**config.mk**
```make
export PLATFORM = sky130hd
export DESIGN_NAME = gbim_ctrl
export DESIGN_NICKNAME = d
export VERILOG_FILES = /design/src/hw/rtl/gbim_pkg.sv /design/src/hw/rtl/gbim_ctrl.sv
export SDC_FILE = /design/constraint.sdc
export NUM_CORES = 1
export LEC_CHECK = 0
export BUFFER_PORTS_ARGS = -buffer_cell sky130_fd_sc_hd__buf_2
export CAP_MARGIN = 15
export CORE_MARGIN = 2
export CORE_UTILIZATION = 45
export CTS_CLUSTER_SIZE = 28
export DETAILED_ROUTE_END_ITERATION = 6
export GPL_TIMING_DRIVEN = 0
export PLACE_DENSITY = 0.76
export SETUP_SLACK_MARGIN = 0.02
export SLEW_MARGIN = 0
export SYNTH_ARGS = -nofsm -noshare
export SYNTH_HDL_FRONTEND = slang
export SYNTH_SLANG_ARGS = --single-unit
```
**constraint.sdc**
```tcl
create_clock -name clk -period 2.2 [get_ports clk]
set_clock_uncertainty 0.2 [all_clocks]
set_input_delay 0.55 -clock clk [delete_from_list [all_inputs] [get_ports clk]]
set_output_delay 0.55 -clock clk [all_outputs]
set_load 0.01 [all_outputs]
```
**src/hw/rtl/gbim_pkg.sv**
```systemverilog
// gbim_pkg: shared types, codes and defaults of the genome bin index mapper
// no dependencies; used by every module of the block but gbim_ram
package gbim_pkg;

    localparam int FIELD_W = 32;
    localparam int BIN_W   = 40;
    localparam int ID_W    = 8;

    localparam int MAX_REFS_DEF     = 256;
    localparam int REF_ID_SPACE_DEF = 256;
    localparam int POS_BITS_DEF     = 32;

    localparam logic [1:0] OP_LOAD   = 2'd0;
    localparam logic [1:0] OP_LOOKUP = 2'd1;
    localparam logic [1:0] OP_CLEAR  = 2'd2;

    localparam logic [1:0] STATUS_OK      = 2'd0;
    localparam logic [1:0] STATUS_UNKNOWN = 2'd1;
    localparam logic [1:0] STATUS_BEYOND  = 2'd2;
    localparam logic [1:0] STATUS_FULL    = 2'd3;

    typedef struct packed {
        logic [1:0]         op;
        logic [ID_W-1:0]    ref_id;
        logic [FIELD_W-1:0] ref_length;
        logic [FIELD_W-1:0] position;
    } req_t;

    typedef struct packed {
        logic [1:0]         status;
        logic [BIN_W-1:0]   bin_index;
        logic [FIELD_W-1:0] offset;
    } rsp_t;

    // controller to datapath
    typedef struct packed {
        logic       init_write;
        logic       capture;
        logic       tbl_clear;
        logic       load_write;
        logic       id_read;
        logic       slot_read;
        logic       div_start;
        logic       total_add;
        logic       res_lookup;
        logic       res_set;
        logic [1:0] res_code;
        logic       out_push;
    } cmd_t;

    // datapath to controller
    typedef struct packed {
        logic       init_last;
        logic [1:0] op;
        logic       id_oob;
        logic       full;
        logic       slot_ok;
        logic       pos_past;
        logic       div_done;
    } sts_t;

endpackage

```
**src/hw/rtl/gbim_ctrl.sv**
```systemverilog
// gbim_ctrl: sequencer of the mapper, one item at a time
// depends on gbim_pkg for the command and status structs and the codes
module gbim_ctrl (
    input  logic            clk,
    input  logic            rst_n,
    input  logic            req_valid,
    output logic            req_stall,
    output logic            rsp_valid,
    input  logic            rsp_stall,
    input  gbim_pkg::sts_t  sts,
    output gbim_pkg::cmd_t  cmd
);

    typedef enum logic [6:0] {
        S_IDLE     = 7'b0000001,
        S_DECODE   = 7'b0000010,
        S_LKP_SLOT = 7'b0000100,
        S_LKP_CHK  = 7'b0001000,
        S_DIV      = 7'b0010000,
        S_FINISH   = 7'b0100000,
        S_INIT     = 7'b1000000
    } state_t;

    state_t state_reg;
    state_t state_next;
    logic   rsp_valid_reg;
    logic   rsp_valid_next;

    always_comb
    begin
        state_next = state_reg;
        cmd        = '0;
        case (state_reg)
            S_INIT:
            begin
                // zero the id map, one entry per cycle
                cmd.init_write = 1'b1;
                if (sts.init_last)
                begin
                    state_next = S_IDLE;
                end
            end
            S_IDLE:
            begin
                if (req_valid)
                begin
                    cmd.capture = 1'b1;
                    state_next  = S_DECODE;
                end
            end
            S_DECODE:
            begin
                case (sts.op)
                    gbim_pkg::OP_LOAD:
                    begin
                        if (sts.id_oob)
                        begin
                            cmd.res_set  = 1'b1;
                            cmd.res_code = gbim_pkg::STATUS_UNKNOWN;
                            state_next   = S_FINISH;
                        end
                        else if (sts.full)
                        begin
                            cmd.res_set  = 1'b1;
                            cmd.res_code = gbim_pkg::STATUS_FULL;
                            state_next   = S_FINISH;
                        end
                        else
                        begin
                            cmd.load_write = 1'b1;
                            cmd.div_start  = 1'b1;
                            state_next     = S_DIV;
                        end
                    end
                    gbim_pkg::OP_LOOKUP:
                    begin
                        if (sts.id_oob)
                        begin
                            cmd.res_set  = 1'b1;
                            cmd.res_code = gbim_pkg::STATUS_UNKNOWN;
                            state_next   = S_FINISH;
                        end
                        else
                        begin
                            cmd.id_read = 1'b1;
                            state_next  = S_LKP_SLOT;
                        end
                    end
                    gbim_pkg::OP_CLEAR:
                    begin
                        cmd.tbl_clear = 1'b1;
                        cmd.res_set   = 1'b1;
                        cmd.res_code  = gbim_pkg::STATUS_OK;
                        state_next    = S_FINISH;
                    end
                    default:
                    begin
                        cmd.res_set  = 1'b1;
                        cmd.res_code = gbim_pkg::STATUS_OK;
                        state_next   = S_FINISH;
                    end
                endcase
            end
            S_LKP_SLOT:
            begin
                cmd.slot_read = 1'b1;
                state_next    = S_LKP_CHK;
            end
            S_LKP_CHK:
            begin
                if (!sts.slot_ok)
                begin
                    cmd.res_set  = 1'b1;
                    cmd.res_code = gbim_pkg::STATUS_UNKNOWN;
                    state_next   = S_FINISH;
                end
                else if (sts.pos_past)
                begin
                    cmd.res_set  = 1'b1;
                    cmd.res_code = gbim_pkg::STATUS_BEYOND;
                    state_next   = S_FINISH;
                end
                else
                begin
                    cmd.div_start = 1'b1;
                    state_next    = S_DIV;
                end
            end
            S_DIV:
            begin
                if (sts.div_done)
                begin
                    if (sts.op == gbim_pkg::OP_LOAD)
                    begin
                        cmd.total_add = 1'b1;
                    end
                    else
                    begin
                        cmd.res_lookup = 1'b1;
                    end
                    state_next = S_FINISH;
                end
            end
            S_FINISH:
            begin
                // wait for the output word to be free
                if (!rsp_valid_reg || !rsp_stall)
                begin
                    cmd.out_push = 1'b1;
                    state_next   = S_IDLE;
                end
            end
            default:
            begin
                state_next = S_IDLE;
            end
        endcase
    end

    always_comb
    begin
        if (cmd.out_push)
        begin
            rsp_valid_next = 1'b1;
        end
        else
        begin
            rsp_valid_next = rsp_valid_reg && rsp_stall;
        end
    end

    always_ff @(posedge clk or negedge rst_n)
    begin
        if (!rst_n)
        begin
            state_reg     <= S_INIT;
            rsp_valid_reg <= 1'b0;
        end
        else
        begin
            state_reg     <= state_next;
            rsp_valid_reg <= rsp_valid_next;
        end
    end

    assign req_stall = (state_reg != S_IDLE);
    assign rsp_valid = rsp_valid_reg;

endmodule

```
==> results of run 1 <==
-- metal layers --
layer  global-route usage, %  share of wire, %  up-vias
met5                       0                 0        -
met4                    7.74               1.3        0
li1                        -                 -      346
met2                    32.2                49       20
met3                    7.83               4.7        4
met1                    26.5                45      332
-- placed cells by master (no fill, tap or decap), drive strengths merged, types with 2 or more instances in the layout --
master  instances
nand2           4
and2            3
nor2           10
nor3            6
nand4           3
nand2b          2
buf            32
clkbuf          4
inv             3
nor2b           3
nor4b           4
o32ai           3
nor3b           3
dfrtp           7
nand3           5
and4b           2
-- per-stage QoR --
step                cell area (µm²)  setup WS (ns)
floorplan                       642          0.116
global placement                791        -0.0821
detailed placement              791        -0.0780
CTS                             892         -0.190
global route                    905         -0.323
finish                          905         -0.258
-- area by class of cell --
class,count,area share (%)
Inverter,3,1.24
Tap cell,15,2.07
Clock buffer,4,2.90
Multi-Input combinational cell,60,50.3
Sequential cell,8,22.5
Buffer,1,1.24
Timing Repair Buffer,32,19.6
-- synth_stat cells, drive strengths merged --
cell and count:
nand2b 2, nand4b 1, a221o 1, nor2 10
nor2b 3, o21ba 1, inv 3, a21oi 1
o32ai 3, nor3b 3, nor3 6, buf 1
o21bai 1, mux2 1, nand4 3, o31ai 1
or3 1, nand3 5, a21boi 1, and3 1
nor4b 4, and2 3, nand2 4, dfstp 1
and4b 2, dfrtp 7, xor2 1, o211ai 1
-- worst max-delay path by stage --
stage                                         from     end  depth (start not counted)
final                     state_reg[3]$_DFFE_PN0P_  cmd[2]                          4
after CTS                 state_reg[2]$_DFFE_PN0P_  cmd[2]                          4
after floorplan                             sts[6]  cmd[2]                          2
after detailed placement                    sts[6]  cmd[6]                          4
after global placement                      sts[6]  cmd[6]                          4
after global routing      state_reg[2]$_DFFE_PN0P_  cmd[2]                          4
-- report_power, final --
part           internal [mW]  total, mW  switching (mW)
logic                  0.211      0.423           0.211
registers              0.176      0.210          0.0344
clock network         0.0695      0.123          0.0530
-- critical path, cell delays in order (launching register included) --
cell	delay (ns)
dfrtp_1	0.45
nor4b_4	0.32
nand2_2	0.18
o32ai_2	0.30
buf_2	0.19
-- cells by family after synthesis --
logic type	count (synthesis)	synth area share (%)
AOI/OAI and AO/OA	10	13.8
xor gates and xnor gates	1	1.36
buffers and inverters	4	3.51
DFF	8	31.4
muxes	1	1.75
and+or+nand+nor	48	48.2
-- what timing repair did --
action                                 4_1_cts  5_1_grt
pin swaps                                    6        4
endpoints found under the hold margin        7        0
buffers inserted                             5        0
resized for setup                            6        2
hold buffers                                 1        0
setup endpoints to repair                   14       14
==> impl_results.md, run 1 <==
* Area Growth Syn to Fin at 40.9%
* Initial antenna violation count at 0
* Reg2reg path depth at 4
* Tightest Hold Check Type: input pin to register
* R2r startpoint: state_reg[3]$_DFFE_PN0P_
* Initial DRC Count at 21
* DR vias at 702
* Max cap viols at 0
* Data arrival time of the worst path at 1.71 ns
* Nets at 121
* Power per cell area at 836 nW/µm²
* Hold WS at 0.319 ns
* Crit path launch type: register
* CTS tree: built
* Syn Inst Count at 72
* Total iterations of the first detailed-routing run at 6
* Largest register FFs at 7
* Clk Latency, worst-skew pair at 0.26 ns
* Post-synthesis average cell area at 8.91 µm²
* # rows at 13
* Top cells by area, synth: dfrtp_1 (27%), nor2_1 (5.8%), dfstp_2 (4.1%), nor4b_1 (4.1%), nand3_1 (3.9%)
* Setup TNS at -2.00 ns
* Register area at 204 µm²
* Num CTS Buffers at 3
* Unrepaired setup endpoints after global routing: true
* Cell Count, Final, Fillers Out at 123
* Core box area at 1320 µm²
* Placed cells at 113
* Clock Tree Buf Depth at 2
* Fmax at 0.407 GHz
* FF-to-FF setup slack at 0.27 ns
* Synthesized Nets at 84
* DRT antenna net count at 0
* Least-Margin Pin Slew at 0.534 ns
* Post-synthesis cell type count at 33
* Synth area leader: dfrtp_1
* Failing checks: setup timing
* Vias per inst at 5.71
* DIE AREA at 1740 µm²
* Setup violations, final at 13
* Post-Syn Area at 642 µm²
* Fin crit period at 2.46 ns
* CTS Sinks at 8
* Starting Density at 48.7%
* Fin util at 68.7%
* Die Ht at 41.8 µm
* DRT Wirelength at 1670 µm
* Root Buffer: clkbuf_4
* Sequential fraction of the synthesis area at 31.4%
* IO Count at 27
* Setup crit end kind: output port
* Drt drc at 0
* GR Overflow Total at 0
* Ant. Diodes at 0
* Final worst slack at -0.258 ns
* Fillers at 111
* Status: finished with violations
* Final Hold Vio Count at 0
* Worst hold path depth at 2
* H-tree Lvls at 1
* Overall Global Routing Usage at 20.9%
* Detailed placer's ending HPWL at 1160 µm
* Largest net degree at the start of global routing at 9
* Multi-input combinational cell area at 455 µm²
* Die span in x at 41.8 µm
* Power Total at 0.756 mW
* Routed wire per std cell at 13.6 µm
* Worst slew margin at 64.1%
* Vias in the first global route at 641
* P_leak at 0.450 nW
* Crit share post-route at 112%
* Post-synthesis register bit count at 8
* Critical path start-end classification: register to output port
* Worst Hold End: state_reg[4]$_DFFE_PN0P_
* Max Slew Vio Count at 0
* # port buffers at 26
* Post-synth top area share at 27.3%
* Gp weighted congestion at 0.811
* Worst EP required at 1.45 ns
* FF-to-FF End: state_reg[0]$_DFFE_PN0P_
* Maximum VDD drop at 0.552 mV
* Hold Crit Start: sts[0]
* Worst-path clk slew at 0.06 ns
* Critical-path maximum fanout at 7
* Synthesis warning total at 0
* First-pass GRT wire length at 2760 µm
* Share of layout cells above drive strength 1 at 44.4%
Power figures use the tool's default switching activity.
==> run 2: changes to the inputs <==
==> constraint.sdc (replaced) <==
create_clock -name clk -period 2.8 [get_ports clk]
set_clock_uncertainty 0.2 [all_clocks]
set_input_delay 0.7 -clock clk [delete_from_list [all_inputs] [get_ports clk]]
set_output_delay 0.7 -clock clk [all_outputs]
set_load 0.01 [all_outputs]
==> impl_results.md, run 2 (synthesized netlist as in run 1, its figures left out) <==
* Status: complete, no violations (was finished with violations)
* Power Total at 0.541 mW (was 0.756 mW)
* Critical-path maximum fanout at 7 (unchanged)
* Vias per inst at 5.67 (was 5.71)
* Final Hold Vio Count at 0 (unchanged)
* Area Growth Syn to Fin at 28.3% (was 40.9%)
* H-tree Lvls at 1 (unchanged)
* Crit path launch type: register (unchanged)
* DR vias at 663 (was 702)
* Critical path start-end classification: register to output port (unchanged)
* Crit share post-route at 93.2%
* Worst slew margin at 62.1% (was 64.1%)
* Commonest cells after routing, fill and taps aside: buf_2 (26), nor2_1 (10), dfrtp_1 (7), nand3_1 (5), nor3_1 (4) (was buf_2 (26), nor2_1 (10), nand3_1 (5), buf_4 (5), dfrtp_1 (5))
* Largest net degree at the start of global routing at 11 (was 9)
* Drt drc at 0 (unchanged)
* Fin crit period at 2.61 ns
* Gp weighted congestion at 0.811 (unchanged)
* Starting Density at 48.7% (unchanged)
* Fin util at 62.5% (was 68.7%)
* Initial DRC Count at 20 (was 21)
* # rows at 13 (unchanged)
* Num CTS Buffers at 3 (unchanged)
* Ant. Diodes at 0 (unchanged)
* # port buffers at 26 (unchanged)
* Worst EP required at 1.90 ns (was 1.45 ns)
* Placed cells at 113 (unchanged)
* P_leak at 0.421 nW (was 0.450 nW)
* Fillers at 118 (was 111)
* # Post-CTS Setup Buffers at 0 (was 5)
* Setup TNS at 0 ns (was -2.00 ns)
* Clock Tree Buf Depth at 2 (unchanged)
* Most common cell after layout, fill and taps aside: buf_2 (unchanged)
* Clk Latency, worst-skew pair at 0.26 ns (about the same)
* Core box area at 1320 µm² (unchanged)
* Comb pwr share at 52.0% (was 55.9%)
* DRT Wirelength at 1490 µm (was 1670 µm)
* Root Buffer: clkbuf_4 (unchanged)
* DIE AREA at 1740 µm² (unchanged)
* Least-Margin Pin Slew at 0.563 ns (was 0.534 ns)
* Data arrival time of the worst path at 1.71 ns (about the same)
* Vias in the first global route at 591 (was 641)
* Largest register FFs at 7 (unchanged)
* Die span in x at 41.8 µm (unchanged)
* Initial antenna violation count at 0 (unchanged)
* First-pass GRT wire length at 2490 µm (was 2760 µm)
* GR Overflow Total at 0 (unchanged)
* Power Internal at 0.322 mW (was 0.457 mW)
* Detailed placer's ending HPWL at 1160 µm (unchanged)
* Switching share of total power at 40.4% (was 39.5%)
* Share of layout cells above drive strength 1 at 36.3% (was 44.4%)
* Overall Global Routing Usage at 18.8% (was 20.9%)
* Register area at 201 µm² (was 204 µm²)
* Worst-path clk slew at 0.06 ns (about the same)
* Unrepaired setup endpoints after global routing: false (was true)
* CTS Sinks at 8 (unchanged)
* Power per cell area at 657 nW/µm² (was 836 nW/µm²)
* Maximum VDD drop at 0.413 mV (was 0.552 mV)
* Nets at 115 (was 121)
* Cell Count, Final, Fillers Out at 117 (was 123)
* Clock power share at 17.7% (was 16.2%)
* IO Count at 27 (unchanged)
* Total iterations of the first detailed-routing run at 4 (was 6)
* Max cap viols at 0 (unchanged)
* Hold WS at 0.0707 ns (was 0.319 ns)
* Setup violations, final at 0 (was 13)
* Routed wire per std cell at 12.7 µm (was 13.6 µm)
* Fmax at 0.383 GHz
* Multi-input combinational cell area at 424 µm² (was 455 µm²)
* DRT antenna net count at 0 (unchanged)
* Max Slew Vio Count at 0 (unchanged)
* Die Ht at 41.8 µm (unchanged)
* Tightest Hold Check Type: input pin to asynchronous set/reset pin (was input pin to register)
* Reg power frac at 30.3% (was 27.8%)
* P_sw at 0.219 mW (was 0.299 mW)
* Setup crit end kind: output port (unchanged)
* CTS tree: built (unchanged)
run 2: power by group through the flow:
stage	Sequential, mW	Combinational, mW	Clock, mW
detailed placement	0.163	0.272	0
global placement	0.163	0.270	0
floorplan	0.160	0.204	0
global route	0.167	0.312	0.105
CTS	0.161	0.273	0.0995
finish	0.164	0.282	0.0955
run 2: what timing repair did:
| item | CTS | global route |
|---|---|---|
| gates resized for setup | 0 | 1 |
| hold buffers | 0 | 0 |
| endpoints found under the setup margin | 0 | 1 |
run 2: cell type report:
type / count / area share [%]
plain buffers: 1 / 1.37
multi-input cells: 60 / 51.5
flip-flops and latches: 8 / 24.5
well taps: 15 / 2.28
repair buffers: 26 / 15.8
inverters: 3 / 1.37
clock buffers: 4 / 3.19
run 2: per-stage QoR:
stage | setup slack (ns) | cell area [µm²]
after global routing | 0.0682 | 823
after detailed placement | 0.222 | 791
after floorplan | 0.416 | 642
final | 0.191 | 823
after global placement | 0.218 | 791
after CTS | 0.179 | 817
run 2: final timing paths:
kind | start | end | slack (ns) | cells after the start
min | rst_n | state_reg[1]$_DFFE_PN0P_ | 0.07 | 1
min in group clk | state_reg[6]$_DFFE_PN1P_ | state_reg[6]$_DFFE_PN1P_ | 0.42 | 1
max in group asynchronous | rst_n | state_reg[6]$_DFFE_PN1P_ | 2.08 | 1
max reg2reg | state_reg[2]$_DFFE_PN0P_ | state_reg[0]$_DFFE_PN0P_ | 0.84 | 4
max | state_reg[5]$_DFFE_PN0P_ | cmd[6] | 0.19 | 4
min reg2reg | state_reg[6]$_DFFE_PN1P_ | state_reg[6]$_DFFE_PN1P_ | 0.42 | 1
run 2: routing by layer:
metal / vias up / track usage [%] / share of wire [%]
met2: 13 / 26.6 / 47
met1: 308 / 25.1 / 47
met5: - / 0 / 0
met3: 5 / 7.83 / 4.7
met4: 0 / 7.74 / 1.5
li1: 337 / - / -
run 2: critical path, stage by stage, from the launching register on:
cell	delay [ns]
dfrtp_1	0.46
nor3_4	0.35
nand2_2	0.17
o32ai_2	0.29
buf_2	0.18
